--- src/design/mf3_pkg.sv ---
// ----------------------------------------------------------------------------
// mf3_pkg
// Shared types and constants of the 3x3 median filter: default sizes,
// configuration register indexes, command codes and result flags.
// ----------------------------------------------------------------------------
package mf3_pkg;

  // default sizes for the top-level parameters
  localparam int MAX_WIDTH_DEF  = 4096;
  localparam int PIXEL_BITS_DEF = 16;

  // configuration port and register widths
  localparam int CFG_IDX_W = 1;
  localparam int CFG_W     = 13;
  localparam int ROW_W     = 13;

  // register values after reset
  localparam logic [CFG_W-1:0] WIDTH_RST  = 13'd1920;
  localparam logic [CFG_W-1:0] HEIGHT_RST = 13'd1080;

  // configuration register indexes
  typedef enum logic [CFG_IDX_W-1:0] {
    REG_IMAGE_WIDTH  = 1'b0,
    REG_IMAGE_HEIGHT = 1'b1
  } cfg_reg_e;

  // input command codes
  localparam logic CMD_PIXEL = 1'b0;
  localparam logic CMD_DRAIN = 1'b1;

  // result buffer sizing
  localparam int OUT_DEPTH = 4;
  localparam int OUT_PTR_W = 2;
  localparam int OUT_CNT_W = 3;

  // flags that travel with each result
  typedef struct packed {
    logic last_of_run;
    logic end_of_row;
    logic end_of_frame;
  } res_tag_t;

endpackage

--- src/design/mf3_if.sv ---


interface mf3_res_if #(
  parameter int PIXEL_BITS = mf3_pkg::PIXEL_BITS_DEF
);
  logic                  valid;
  logic                  ready;
  logic [PIXEL_BITS-1:0] median_value;
  logic                  last_of_run;
  logic                  end_of_row;
  logic                  end_of_frame;

  modport source (output valid, median_value, last_of_run, end_of_row, end_of_frame,
                  input ready);
  modport sink   (input valid, median_value, last_of_run, end_of_row, end_of_frame,
                  output ready);
endinterface


--- src/design/mf3_out_buf.sv ---
// ----------------------------------------------------------------------------
// mf3_out_buf
// Small result queue that takes up to two results per cycle in order
// and hands one per transfer to the output channel.
// ----------------------------------------------------------------------------
module mf3_out_buf #(
  parameter int PIXEL_BITS = mf3_pkg::PIXEL_BITS_DEF
) (
  input  logic                  clk_i,
  input  logic                  rst_ni,
  input  logic                  push_a_i,
  input  mf3_pkg::res_tag_t     tag_a_i,
  input  logic [PIXEL_BITS-1:0] med_a_i,
  input  logic                  push_b_i,
  input  mf3_pkg::res_tag_t     tag_b_i,
  input  logic [PIXEL_BITS-1:0] med_b_i,
  output logic                  room_o,
  mf3_res_if.source             res_o
);
  import mf3_pkg::*;

  logic [PIXEL_BITS-1:0] med_q [OUT_DEPTH];
  res_tag_t              tag_q [OUT_DEPTH];
  logic [OUT_PTR_W-1:0]  wp_q, rp_q, wp1;
  logic [OUT_CNT_W-1:0]  cnt_q;
  logic                  pop;

  assign wp1    = OUT_PTR_W'(wp_q + 1'b1);
  assign pop    = res_o.valid && res_o.ready;
  // room for the two results one item can bring
  assign room_o = (cnt_q <= OUT_CNT_W'(OUT_DEPTH - 2));

  // pointers and fill count
  always_ff @(posedge clk_i or negedge rst_ni) begin
    if (!rst_ni) begin
      wp_q  <= '0;
      rp_q  <= '0;
      cnt_q <= '0;
    end else begin
      if (push_a_i && push_b_i) begin
        wp_q <= OUT_PTR_W'(wp_q + 2'd2);
      end else if (push_a_i || push_b_i) begin
        wp_q <= wp1;
      end
      if (pop) begin
        rp_q <= OUT_PTR_W'(rp_q + 1'b1);
      end
      cnt_q <= OUT_CNT_W'(cnt_q + OUT_CNT_W'(push_a_i) + OUT_CNT_W'(push_b_i)
                          - OUT_CNT_W'(pop));
    end
  end

  // entry writes, lane a goes first
  always_ff @(posedge clk_i) begin
    if (push_a_i) begin
      med_q[wp_q] <= med_a_i;
      tag_q[wp_q] <= tag_a_i;
      if (push_b_i) begin
        med_q[wp1] <= med_b_i;
        tag_q[wp1] <= tag_b_i;
      end
    end else if (push_b_i) begin
      med_q[wp_q] <= med_b_i;
      tag_q[wp_q] <= tag_b_i;
    end
  end

  assign res_o.valid        = (cnt_q != '0);
  assign res_o.median_value = med_q[rp_q];
  assign res_o.last_of_run  = tag_q[rp_q].last_of_run;
  assign res_o.end_of_row   = tag_q[rp_q].end_of_row;
  assign res_o.end_of_frame = tag_q[rp_q].end_of_frame;

endmodule

--- src/flat_wrapper.sv ---
// flat-port wrapper written by rule: the top's interface ports become plain ports
module mf3_out_buf_flat import mf3_pkg::*;
#(
  parameter int PIXEL_BITS = mf3_pkg::PIXEL_BITS_DEF
)
  (clk_i, rst_ni, push_a_i, tag_a_i, med_a_i, push_b_i, tag_b_i, med_b_i, room_o, res_o_valid, res_o_median_value, res_o_last_of_run, res_o_end_of_row, res_o_end_of_frame, res_o_ready);
  mf3_res_if #(.PIXEL_BITS(PIXEL_BITS)) res_o_i ();
  input  logic clk_i;
  input  logic rst_ni;
  input  logic push_a_i;
  input  mf3_pkg::res_tag_t tag_a_i;
  input  logic [PIXEL_BITS-1:0] med_a_i;
  input  logic push_b_i;
  input  mf3_pkg::res_tag_t tag_b_i;
  input  logic [PIXEL_BITS-1:0] med_b_i;
  output logic room_o;
  output wire logic [$bits(res_o_i.valid)-1:0] res_o_valid;
  output wire logic [$bits(res_o_i.median_value)-1:0] res_o_median_value;
  output wire logic [$bits(res_o_i.last_of_run)-1:0] res_o_last_of_run;
  output wire logic [$bits(res_o_i.end_of_row)-1:0] res_o_end_of_row;
  output wire logic [$bits(res_o_i.end_of_frame)-1:0] res_o_end_of_frame;
  input wire logic [$bits(res_o_i.ready)-1:0] res_o_ready;
  assign res_o_valid = res_o_i.valid;
  assign res_o_median_value = res_o_i.median_value;
  assign res_o_last_of_run = res_o_i.last_of_run;
  assign res_o_end_of_row = res_o_i.end_of_row;
  assign res_o_end_of_frame = res_o_i.end_of_frame;
  assign res_o_i.ready = res_o_ready;
  mf3_out_buf #(.PIXEL_BITS(PIXEL_BITS)) u_core (.clk_i(clk_i), .rst_ni(rst_ni), .push_a_i(push_a_i), .tag_a_i(tag_a_i), .med_a_i(med_a_i), .push_b_i(push_b_i), .tag_b_i(tag_b_i), .med_b_i(med_b_i), .room_o(room_o), .res_o(res_o_i));
endmodule
--- config.mk ---
export PLATFORM = sky130hd
export DESIGN_NAME = mf3_out_buf_flat
export DESIGN_NICKNAME = d
export VERILOG_FILES = /design/src/design/mf3_pkg.sv /design/src/design/mf3_if.sv /design/src/design/mf3_out_buf.sv /design/src/flat_wrapper.sv
export SDC_FILE = /design/constraint.sdc
export NUM_CORES = 1
export LEC_CHECK = 0
export BUFFER_PORTS_ARGS = -buffer_cell sky130_fd_sc_hd__buf_2
export CAP_MARGIN = 20
export CORE_UTILIZATION = 39
export CTS_CLUSTER_DIAMETER = 50
export CTS_CLUSTER_SIZE = 25
export DETAILED_ROUTE_END_ITERATION = 12
export SLEW_MARGIN = 20
export SYNTH_ARGS = -nofsm -noshare
export SYNTH_HDL_FRONTEND = slang
export SYNTH_SLANG_ARGS = --single-unit
--- constraint.sdc ---
create_clock -name clk_i -period 3 [get_ports clk_i]
set_input_delay 0.45 -clock clk_i [delete_from_list [all_inputs] [get_ports clk_i]]
set_output_delay 0.45 -clock clk_i [all_outputs]
set_load 0.02 [all_outputs]
==> summary.txt <==
Run status
  • Status: finished clean

Critical path
  • Crit. End Element: primary output
  • Crit path max fanout: 11
  • CP required: ~2.6 ns
  • Crit path launch type: flop
  • Crit Path Category: flop to primary output
  • Arrival @ worst endpoint: 1.81 ns

Timing
  • Total negative slack: 0 ns
  • Worst-Margin Slew: 0.6972 ns
  • # setup viols final: 0
  • Final Hold Vio Count: 0
  • WHS: 0.4357 ns
  • Fmax: about 440 MHz
  • Min Clock Period, post-route: 2.264 ns
  • Fin. max-slew vios: 0
  • Slew margin rel.: 53.34%
  • Clock skew: 0.004630 ns
  • Period Utilization, post-route: 75.46%
  • RSZ-0062 raised after global routing: false

Synth
  • Sequential area share after synthesis: between 50% and 60%
  • Post-Syn Instances: around 240
  • Register bit total from synthesis: 83
  • Cell variety after synth: 27
  • Synth warn: 0
  • Syn Nets: 300
  • Synthesized area per cell: roughly 18 sq um
  • Mapped cell area: between 0.004 and 0.005 sq mm

Placement
  • Placed instance area: roughly 0.0050 sq mm
  • Final HPWL DP: 6.153 mm
  • RD Place Congestion: roughly 0.69
  • Port Buffers: 63
  • Placed insts: 449

Final layout
  • Nets: 380
  • Fin util: 47.86%
  • Final Instance Count excl. Fillers: 466
  • Area grow syn2layout: 18.20%
  • Design area: 0.005256 sq mm
  • Fillers: 969
  • Diodes inserted: 0
  • Layout cells sized above 1: 59.51%

Clock network
  • TritonCTS Buffers: 9
  • CTS sink count: between 80 and 90
  • CTS tree: yes
  • H-tree depth: 3
  • Clock Path Buffers: 2
  • Clk slew on worst S/H paths: 0.06 ns
  • Clk Latency, worst-skew pair: 0.33 ns
  • Post_cts resized: 0
  • CTS root buf: clkbuf_16

Pwr
  • VDD IR-drop max: 0.5198 mV
  • Pwr dens: between 800 and 900 mW/mm^2
  • Switching part of the total: 33.49%
  • Sequential Power Share: 39.1%
  • Part of the power in combinational logic: approximately two fifths
  • Psw: 1.517 mW
  • Lkg Pwr: 2.107 nW
  • Clk network pwr share: 21.8%
  • P_int: 3.012 mW

Job
  • Max Cap Violations: 0

Drt
  • Starting DRT DRC Count: 93
  • Routed vias: between 2000 and 2500
  • WL/cell: 18.43 um
  • Antenna-violating nets left: 0
  • Drt via density: 5.024
  • Drt total wl: 8.590 mm
  • Drt drc: 0
  • 1st-pass router iterations: 4

Global routing
  • Largest net degree at the start of global routing: 20
  • Overall Global Routing Usage: 15.98%
  • Initial antenna violation count: 0
  • First-pass GRT wire length: 13.47 mm
  • Vias in the first global route: 2550
  • Grt ovf: 0

Die
  • DIE AREA: 0.01183 sq mm
  • Die Width: 108.8 um
  • Rows: 38
  • Die Ht: between 100 and 150 um
  • Starting density of the core: 40.49%
  • I/O pin count: 64
  • Core region area: 0.01098 sq mm

Worst hold path
  • Worst min path class: input port to flop
[registers in the layout (all words and copies together), names as in the netlist]
name / count
u_core.wp_q: 2
u_core.rp_q: 2
u_core.med_q: 64
u_core.tag_q: 12
u_core.cnt_q: 3
[synth_stat cells, drive strengths merged]
master  count  share of area (%)
xnor2       2               0.39
mux2       76                 23
nor2        1              0.084
a21oi       4                1.5
nor2b       1               0.14
edfxtp     76                 51
dfrtp       7                3.9
or3b        1               0.20
mux4       19                9.6
o21ai       5               0.56
buf         8                2.0
xor2        1               0.20
nand2       5               0.42
ha         14                3.9
o31a        2               0.39
inv        12                1.0
a21o        1               0.17
nand2b      1               0.14
o311ai      1               0.20
fa          2               0.90
and2b       1               0.17
clkbuf      1              0.084
[critical path, cell delays in order (launching register included)]
cell,delay [ns]
dfrtp_1,0.43
buf_4,0.30
mux4_2,0.56
buf_2,0.18
[worst paths after layout]
kind,endpoint,cells after the start,slack [ns],startpoint
max in group asynchronous,u_core.rp_q[0],2,2.38,rst_ni
setup reg to reg,u_core.cnt_q[2],6,0.93,u_core.cnt_q[1]
hold reg to reg,u_core.rp_q[1],1,0.47,u_core.rp_q[1]
min in group asynchronous,u_core.cnt_q[2],2,0.47,rst_ni
setup / recovery,res_o_median_value[7],3,0.74,u_core.rp_q[0]
hold / removal,u_core.rp_q[1],3,0.44,res_o_ready
[per-stage QoR]
stage,power [mW],worst slack (ns)
finish,4.529,0.7361
global route,4.783,0.6265
CTS,4.600,0.7060
detailed placement,3.607,0.6589
global placement,3.578,0.6961
floorplan,3.036,0.4566
[power groups by stage]
stage | Combinational, mW | Clock, mW | Sequential, mW
after floorplan | 1.28 | 0 | 1.76
after global placement | 1.79 | 0 | 1.78
after detailed placement | 1.81 | 0 | 1.80
after CTS | 1.81 | 1.01 | 1.78
after global routing | 1.93 | 1.05 | 1.80
final | 1.77 | 0.986 | 1.77
[final cells by class]
| type | instances | area, sq um | share of cell area (%) |
|---|---|---|---|
| clock buffer | 11 | 232.7 | 4.428 |
| tap | 140 | 175.2 | 3.333 |
| inverter | 12 | 45.04 | 0.8569 |
| timing repair buffer | 78 | 442.9 | 8.427 |
| multi-input combinational | 137 | 1873 | 35.63 |
| sequential | 83 | 2457 | 46.75 |
| clock inverter | 5 | 30.03 | 0.5713 |
[metal layers]
layer | part of all wire, % | GRT usage [%] | routed length (um) | vias up
met5 | 0 | 0 | 0 | -
met4 | 1.8 | 6.660 | 155 | 0
met3 | 3.4 | 3.048 | 291 | 11
met2 | 50 | 26.72 | 4298 | 58
met1 | 45 | 20.31 | 3845 | 1168
li1 | - | - | - | 1104
[kinds of logic after synthesis]
family	count (synthesis)	share of synthesized area, %
simple gates	10	1.154
compound gates	13	2.786
xor+xnor	3	0.5910
buf+inv	21	3.123
mux	95	32.25
fa+ha+maj	16	4.840
flops	83	55.26
[repair_timing]
item                                   4_1_cts  5_1_grt
endpoints found under the hold margin        7        0
hold buffers                                 1        0
buffers inserted                             0        0
[layout by cell type, fill, tap and decap left out, types with 2 or more instances in the layout]
cell,count
buf_4,13
a21oi_4,4
fa_1,2
edfxtp_1,76
clkinv_2,2
clkbuf_1,2
mux2_2,36
buf_2,63
inv_1,12
mux2_4,40
o31a_1,2
dfrtp_1,7
o21ai_2,3
mux4_2,19
xnor2_1,2
ha_1,14
nand2_1,5
clkbuf_16,9
No activity file was read; power rests on OpenSTA's default activity.
