===== src/design/mf3_pkg.sv =====
// ----------------------------------------------------------------------------
// mf3_pkg
// Shared types and constants of the 3x3 median filter: default sizes,
// configuration register indexes, command codes and result flags.
// ----------------------------------------------------------------------------
package mf3_pkg;

  // default sizes for the top-level parameters
  localparam int MAX_WIDTH_DEF  = 4096;
  localparam int PIXEL_BITS_DEF = 16;

  // configuration port and register widths
  localparam int CFG_IDX_W = 1;
  localparam int CFG_W     = 13;
  localparam int ROW_W     = 13;

  // register values after reset
  localparam logic [CFG_W-1:0] WIDTH_RST  = 13'd1920;
  localparam logic [CFG_W-1:0] HEIGHT_RST = 13'd1080;

  // configuration register indexes
  typedef enum logic [CFG_IDX_W-1:0] {
    REG_IMAGE_WIDTH  = 1'b0,
    REG_IMAGE_HEIGHT = 1'b1
  } cfg_reg_e;

  // input command codes
  localparam logic CMD_PIXEL = 1'b0;
  localparam logic CMD_DRAIN = 1'b1;

  // result buffer sizing
  localparam int OUT_DEPTH = 4;
  localparam int OUT_PTR_W = 2;
  localparam int OUT_CNT_W = 3;

  // flags that travel with each result
  typedef struct packed {
    logic last_of_run;
    logic end_of_row;
    logic end_of_frame;
  } res_tag_t;

endpackage


===== src/design/mf3_median.sv =====
// ----------------------------------------------------------------------------
// mf3_median
// Four-stage min/max exchange network for the median of nine pixels.
// Each stage drops the extremes of a shrinking candidate set.
// ----------------------------------------------------------------------------
module mf3_median #(
  parameter int PIXEL_BITS = mf3_pkg::PIXEL_BITS_DEF
) (
  input  logic                       clk_i,
  input  logic                       rst_ni,
  input  logic                       en_i,
  input  logic                       valid_i,
  input  mf3_pkg::res_tag_t          tag_i,
  input  logic [8:0][PIXEL_BITS-1:0] win_i,
  output logic                       valid_o,
  output mf3_pkg::res_tag_t          tag_o,
  output logic [PIXEL_BITS-1:0]      median_o
);
  import mf3_pkg::*;

  localparam int PW = PIXEL_BITS;

  // compare-exchange, returns {max, min}
  function automatic logic [2*PW-1:0] cx(input logic [PW-1:0] lo, input logic [PW-1:0] hi);
    return (lo < hi) ? {hi, lo} : {lo, hi};
  endfunction

  logic [3:0]    vld_q;
  res_tag_t      tag_a_q, tag_b_q, tag_c_q, tag_d_q;
  logic [PW-1:0] sa_b_q, sa_c_q, sa_d_q, sa_e_q, sa_v6_q, sa_v7_q, sa_v8_q;
  logic [PW-1:0] sb_b_q, sb_c_q, sb_d_q, sb_v7_q, sb_v8_q;
  logic [PW-1:0] sc_b_q, sc_c_q, sc_v8_q;
  logic [PW-1:0] sd_q;
  logic [PW-1:0] na_b, na_c, na_d, na_e;
  logic [PW-1:0] nb_b, nb_c, nb_d;
  logic [PW-1:0] nc_b, nc_c;
  logic [PW-1:0] nd_b;

  // min/max of six: top and middle rows
  always_comb begin
    logic [PW-1:0] a, b, c, d, e, f;
    a = win_i[0]; b = win_i[1]; c = win_i[2];
    d = win_i[3]; e = win_i[4]; f = win_i[5];
    {d, a} = cx(a, d);
    {e, b} = cx(b, e);
    {f, c} = cx(c, f);
    {b, a} = cx(a, b);
    {c, a} = cx(a, c);
    {f, e} = cx(e, f);
    {f, d} = cx(d, f);
    na_b = b; na_c = c; na_d = d; na_e = e;
  end

  // min/max of five
  always_comb begin
    logic [PW-1:0] a, b, c, d, e;
    a = sa_v6_q; b = sa_b_q; c = sa_c_q; d = sa_d_q; e = sa_e_q;
    {b, a} = cx(a, b);
    {d, c} = cx(c, d);
    {c, a} = cx(a, c);
    {e, a} = cx(a, e);
    {e, d} = cx(d, e);
    {e, b} = cx(b, e);
    nb_b = b; nb_c = c; nb_d = d;
  end

  // min/max of four
  always_comb begin
    logic [PW-1:0] a, b, c, d;
    a = sb_v7_q; b = sb_b_q; c = sb_c_q; d = sb_d_q;
    {b, a} = cx(a, b);
    {d, c} = cx(c, d);
    {c, a} = cx(a, c);
    {d, b} = cx(b, d);
    nc_b = b; nc_c = c;
  end

  // min/max of three, the middle one is the median
  always_comb begin
    logic [PW-1:0] a, b, c;
    a = sc_v8_q; b = sc_b_q; c = sc_c_q;
    {c, b} = cx(b, c);
    {c, a} = cx(a, c);
    {b, a} = cx(a, b);
    nd_b = b;
  end

  // stage valids
  always_ff @(posedge clk_i or negedge rst_ni) begin
    if (!rst_ni) begin
      vld_q <= '0;
    end else if (en_i) begin
      vld_q <= {vld_q[2:0], valid_i};
    end
  end

  // stage payload
  always_ff @(posedge clk_i) begin
    if (en_i) begin
      tag_a_q <= tag_i;
      sa_b_q  <= na_b;
      sa_c_q  <= na_c;
      sa_d_q  <= na_d;
      sa_e_q  <= na_e;
      sa_v6_q <= win_i[6];
      sa_v7_q <= win_i[7];
      sa_v8_q <= win_i[8];

      tag_b_q <= tag_a_q;
      sb_b_q  <= nb_b;
      sb_c_q  <= nb_c;
      sb_d_q  <= nb_d;
      sb_v7_q <= sa_v7_q;
      sb_v8_q <= sa_v8_q;

      tag_c_q <= tag_b_q;
      sc_b_q  <= nc_b;
      sc_c_q  <= nc_c;
      sc_v8_q <= sb_v8_q;

      tag_d_q <= tag_c_q;
      sd_q    <= nd_b;
    end
  end

  assign valid_o  = vld_q[3];
  assign tag_o    = tag_d_q;
  assign median_o = sd_q;

endmodule


===== config.mk =====
export PLATFORM = sky130hd
export DESIGN_NAME = mf3_median
export DESIGN_NICKNAME = d
export VERILOG_FILES = /design/src/design/mf3_pkg.sv /design/src/design/mf3_median.sv
export SDC_FILE = /design/constraint.sdc
export NUM_CORES = 1
export LEC_CHECK = 0
export BUFFER_PORTS_ARGS = -buffer_cell sky130_fd_sc_hd__buf_2
export CORE_UTILIZATION = 35
export CTS_CLUSTER_DIAMETER = 50
export CTS_CLUSTER_SIZE = 10
export DETAILED_ROUTE_END_ITERATION = 7
export SLEW_MARGIN = 20
export SYNTH_ARGS = -nofsm -noshare
export SYNTH_HDL_FRONTEND = slang
export SYNTH_SLANG_ARGS = --single-unit

===== constraint.sdc =====
create_clock -name clk_i -period 14.9 [get_ports clk_i]
set_input_delay 1.49 -clock clk_i [delete_from_list [all_inputs] [get_ports clk_i]]
set_output_delay 1.49 -clock clk_i [all_outputs]
set_load 0.01 [all_outputs]

==> reports/qor.txt, run 1 <==
Avg WL per Cell = 20.11 um
vias in the first global route = 16,824
startpoint types = register
clock buffer depth = 3
gr ovfl total = 0
total track usage = 20.15%
clk_skew = 0.02818 ns
Max FO, Critical Path = 27
Worst-Margin Slew = 1.115 ns
IO Port Bufs = 170
Row Count = 91
Synth Cell Area = 0.02217 sq mm
initial antenna violation count = 1
Synth area leaders = edfxtp_1 36%, ha_1 17%, mux2i_1 13%
Mapped Cells = 2,203
TritonCTS buffer count = 40
CTS tree = built
post-DP HPWL = 53,160 um
fraction of layout cells with a size suffix above 1 = 14.48%
hold depth = 0
# IOs = 171
Worst setup EP type = register
postcts setup bufs = 0
CTS sink cnt = 272
Max Transition Viols Final = 0
Worst Path Class, Setup = register to register
Seq/Total Area, Yosys = 36.76%
ANT cells = 0
Synth Flop Type = edfxtp_1
cell depth of the worst setup path = 52
core area = 0.06217 sq mm
Pre-Repair DR Iteration Count = 5
Data arrival, critical path = 13.74 ns
HP Class = register to register
Critical Path Max Stage Delay = 0.87 ns
max-cap viol count = 0
worst skew pair latency = 0.58 ns
FFs w/ async S/R, synth = 1.471%
drt total wl = 64,580 um
Setup Viol. Count Final = 0
status = complete, no violations
Die ar. = 0.06434 sq mm
Routability Congestion = 0.9833
CTS H-Tree Depth = 2
#FFs+latches synth = 272
Hold Violations, Final = 0
Initial Util = 35.65%
# resized after CTS = 0
Layout Nets = 2,801
initial detailed-routing violation count = 826
Vias = 16,627
Worst EP required = 15.15 ns
crit-path most repeated cell = a21oi_1
first-pass GRT wire length = 97,610 um
r2r setup slk = 1.41 ns
worst-path cell with the longest stage delay = a211oi_4
Final Critical Period = 13.49 ns
Area Overhead vs Synth = 13.48%
largest net degree at the start of global routing = 126
Routed Antenna Nets = 0
Post-synth EDFFs = 268
Syn Nets = 2,652
Ys Warns = 0
family with the most delay on the worst path = compound AO/OA/AOI/OAI gates
f_max = 74.13 MHz
clk root buf = clkbuf_16
Syn Area/Cell = 10.06 sq um
Critical path buffers and inverters = 5
Synth top area share = 36.31%
Tcrit/Tclk final = 90.54%
Die H = 253.7 um
setup TNS = 0 ns
Vias/cell = 5.177
Synth area leader = edfxtp_1
Slew Limit Headroom = 25.44%
Reg clk slew, reported paths = 0.05 ns
Die Wd = 253.7 um
Remaining DRCs = 0
# hold bufs at CTS = 0
unique cell type count in the Yosys netlist = 70
RSZ-0062 raised after global routing = false
R2R cell count = 52
## through the flow
stage | hold WS, ns | std cells | setup WS [ns] | utilization, % | instance area [sq um]
2_1_floorplan | 0.4003 | 2203 | 3.325 | - | 22170
3_3_place_gp | 0.4030 | 3147 | 1.899 | 38.49 | 23930
3_5_place_dp | 0.4045 | 3147 | 1.541 | 38.49 | 23930
4_1_cts | 0.3931 | 3212 | 1.547 | 40.46 | 25150
5_1_grt | 0.3930 | 3212 | 0.5150 | 40.46 | 25150
6_report | 0.3957 | 3212 | 1.410 | 40.46 | 25150
## state kept, by name, indices dropped and copies added (netlist names), 4 cells and up
register,cells
sa_v7_q,16
sa_b_q,16
sa_v6_q,16
median_o,16
sb_c_q,16
sc_v8_q,16
sb_v8_q,16
sa_v8_q,16
sb_v7_q,16
sa_c_q,16
sa_e_q,16
vld_q,4
sb_d_q,16
sc_b_q,16
sa_d_q,16
sb_b_q,16
sc_c_q,16
## path summary, 6_finish.rpt
check | to | start
min reg2reg | sb_v8_q[3] | sa_v8_q[3]
min in group asynchronous | vld_q[2] | rst_ni
max reg2reg | sb_b_q[4] | sa_b_q[10]
max in group asynchronous | vld_q[3] | rst_ni
min | sb_v8_q[3] | sa_v8_q[3]
max | sb_b_q[4] | sa_b_q[10]
## area by class of cell
| class | count | area, sq um |
|---|---|---|
| fillers | 6104 | 37010 |
| multi-input cells | 1566 | 12660 |
| flip-flops and latches | 272 | 8148 |
| inverters | 282 | 1059 |
| well taps | 837 | 1047 |
| clock buffers | 47 | 1027 |
| repair buffers | 190 | 1011 |
| clock inverters | 18 | 197.7 |
## per-layer routing
| metal | global-route usage (%) | routed length (um) | up-vias |
|---|---|---|---|
| met5 | 0 | 0 | - |
| met4 | 8.072 | 2537 | 0 |
| met3 | 2.540 | 2102 | 94 |
| met2 | 36.86 | 32880 | 291 |
| met1 | 23.68 | 27060 | 7909 |
| li1 | - | - | 8333 |
## cell usage in the layout (no fill, tap or decap), drive strengths merged, types with 5 or more instances in the layout
master  count
edfxtp    268
a21oi     225
a21o       97
nand4      49
nand2      65
clkbuf     47
or2         5
nor2b      20
buf       190
nor4        6
o31ai      19
o21ai      66
clkinv      9
a211o       6
inv       288
mux2       60
a31oi      12
nand3      18
mux2i     283
and2       32
nor2      166
o211ai      8
and3       23
nand2b     20
o21a       25
ha        298
a211oi     14
nor3       12
## cell usage after synthesis (all sizes together) (23+ instances only)
| library cell | count |
|---|---|
| buf | 35 |
| nor2 | 166 |
| nand2 | 65 |
| edfxtp | 268 |
| ha | 298 |
| a21o | 97 |
| a21oi | 225 |
| mux2i | 283 |
| mux2 | 60 |
| and2 | 32 |
| clkbuf | 48 |
| and3 | 23 |
| nand4 | 49 |
| o21a | 25 |
| o21ai | 66 |
| inv | 282 |
## cells by family (layout without fill, tap and decap cells)
family / Yosys count / count (layout) / share of synthesized area [%]
AOI/OAI and AO/OA: 499 / 499 / 14.69
and+or+nand+nor: 426 / 426 / 9.365
DFF: 272 / 272 / 36.76
buffers and inverters: 365 / 537 / 6.520
muxes: 343 / 343 / 15.85
adders and majority gates: 298 / 298 / 16.82
Power of run 1 is not shown: default switching activity piles up to over one toggle a cycle in this logic, so the estimate is an artifact.
==> run 2: changes to the inputs <==
--- a/config.mk
+++ b/config.mk
@@ -5,11 +5,11 @@
 export SDC_FILE = /design/constraint.sdc
 export NUM_CORES = 1
 export LEC_CHECK = 0
-export BUFFER_PORTS_ARGS = -buffer_cell sky130_fd_sc_hd__buf_2
 export CORE_UTILIZATION = 35
 export CTS_CLUSTER_DIAMETER = 50
 export CTS_CLUSTER_SIZE = 10
 export DETAILED_ROUTE_END_ITERATION = 7
+export DONT_BUFFER_PORTS = 1
 export SLEW_MARGIN = 20
 export SYNTH_ARGS = -nofsm -noshare
 export SYNTH_HDL_FRONTEND = slang
==> reports/qor.txt, run 2 (synthesis gave the netlist of run 1 again) <==
Avg WL per Cell = 21.16 um
Setup Viol. Count Final = 0
max-cap viol count = 0
crit-path most repeated cell = a21oi_1
initial antenna violation count = 2
Final Critical Period = 13.44 ns
Area Overhead vs Synth = 9.562%
Routed Antenna Nets = 0
drt total wl = 64,310 um
HP Class = register to register
clk root buf = clkbuf_16
# hold bufs at CTS = 0
clock buffer depth = 3
worst skew pair latency = 0.56 ns
total track usage = 19.83%
Slew Limit Headroom = 27.37%
Max FO, Critical Path = 28
core area = 0.06217 sq mm
Tcrit/Tclk final = 90.22%
Layout Nets = 2,628
most common cell after layout, fill and taps aside = ha_1
clk_skew = 0.01964 ns
Hold Violations, Final = 0
status = complete, no violations
IO Port Bufs = 0
Pre-Repair DR Iteration Count = 5
largest net degree at the start of global routing = 273
postcts setup bufs = 0
CTS H-Tree Depth = 2
Die H = 253.7 um
Data arrival, critical path = 13.69 ns
most frequent cells in the layout = 298 x ha_1, 283 x mux2i_1, 282 x inv_1
Die Wd = 253.7 um
Worst Path Class, Setup = register to register
Row Count = 91
Initial Util = 35.65%
Max Transition Viols Final = 0
post-DP HPWL = 52,340 um
Worst setup EP type = register
ANT cells = 0
fraction of layout cells with a size suffix above 1 = 7.766%
startpoint types = register
vias in the first global route = 15,917
Worst EP required = 15.15 ns
gr ovfl total = 0
Critical Path Max Stage Delay = 0.82 ns
first-pass GRT wire length = 95,400 um
RSZ-0062 raised after global routing = false
Worst-Margin Slew = 1.087 ns
# IOs = 171
Remaining DRCs = 0
fillers = 6,176
Reg clk slew, reported paths = 0.05 ns
Die ar. = 0.06434 sq mm
# resized after CTS = 0
CTS tree = built
f_max = 74.39 MHz
hold depth = 0
Routability Congestion = 0.9361
setup TNS = 0 ns
worst-path cell with the longest stage delay = a211oi_4
initial detailed-routing violation count = 964
CTS sink cnt = 272
R2R cell count = 53
Vias/cell = 5.250
TritonCTS buffer count = 40
Vias = 15,955
[run 2: changes by cell type in the layout (fill, tap and decap cells not counted), sizes merged]
cell | before | now
buf | 190 | 17
bufinv | 1 | 3
clkinvlp | 2 | 0
clkinv | 9 | 10
inv | 288 | 287
[run 2: layer usage]
| metal | GRT usage, % | share of wire [%] | vias up | wire [um] |
|---|---|---|---|---|
| met1 | 23.13 | 41 | 7560 | 26600 |
| met4 | 8.313 | 4.1 | 0 | 2667 |
| li1 | - | - | 7991 | - |
| met2 | 36.09 | 51 | 312 | 32730 |
| met3 | 2.807 | 3.6 | 92 | 2307 |
| met5 | 0 | 0 | - | 0 |
[run 2: per-stage QoR]
step / hold WS, ns / setup WS, ns / cell area [sq um] / utilization (%) / std cells
global route: 0.4196 / 0.6459 / 24280 / 39.06 / 3039
floorplan: 0.4003 / 3.325 / 22170 / - / 2203
detailed placement: 0.4045 / 1.442 / 23040 / 37.07 / 2974
finish: 0.4172 / 1.457 / 24280 / 39.06 / 3039
CTS: 0.4176 / 1.438 / 24280 / 39.06 / 3039
global placement: 0.4003 / 1.687 / 23040 / 37.07 / 2974
[run 2: cell type report]
| cell class | instances | area [sq um] | area share [%] |
|---|---|---|---|
| inverter | 282 | 1059 | 4.359 |
| sequential | 272 | 8148 | 33.55 |
| clock inverter | 18 | 201.4 | 0.8295 |
| clock buffer | 47 | 1037 | 4.271 |
| tap | 837 | 1047 | 4.312 |
| timing repair buffer | 17 | 127.6 | 0.5255 |
| multi-input combinational | 1566 | 12660 | 52.15 |
[run 2: critical path: cells and delay by family, from the launching register on]
| kind | cells | cell delay (ns) |
|---|---|---|
| muxes | 3 | 1.05 |
| adders and majority gates | 5 | 1.59 |
| DFF | 1 | 0.37 |
| buffers and inverters | 7 | 1.59 |
| and+or+nand+nor | 11 | 2.08 |
| AOI/OAI and AO/OA | 27 | 6.38 |
[run 2: path summary, 6_finish.rpt]
path | startpoint | end | slack (ns)
min | sb_v8_q[5] | sc_v8_q[5] | 0.42
max | sa_b_q[10] | sb_b_q[12] | 1.46
max reg2reg | sa_b_q[10] | sb_b_q[12] | 1.46
min reg2reg | sb_v8_q[5] | sc_v8_q[5] | 0.42
min in group asynchronous | rst_ni | vld_q[2] | 0.63
max in group asynchronous | rst_ni | vld_q[3] | 14.20
Power of run 2 is left out for the same reason.
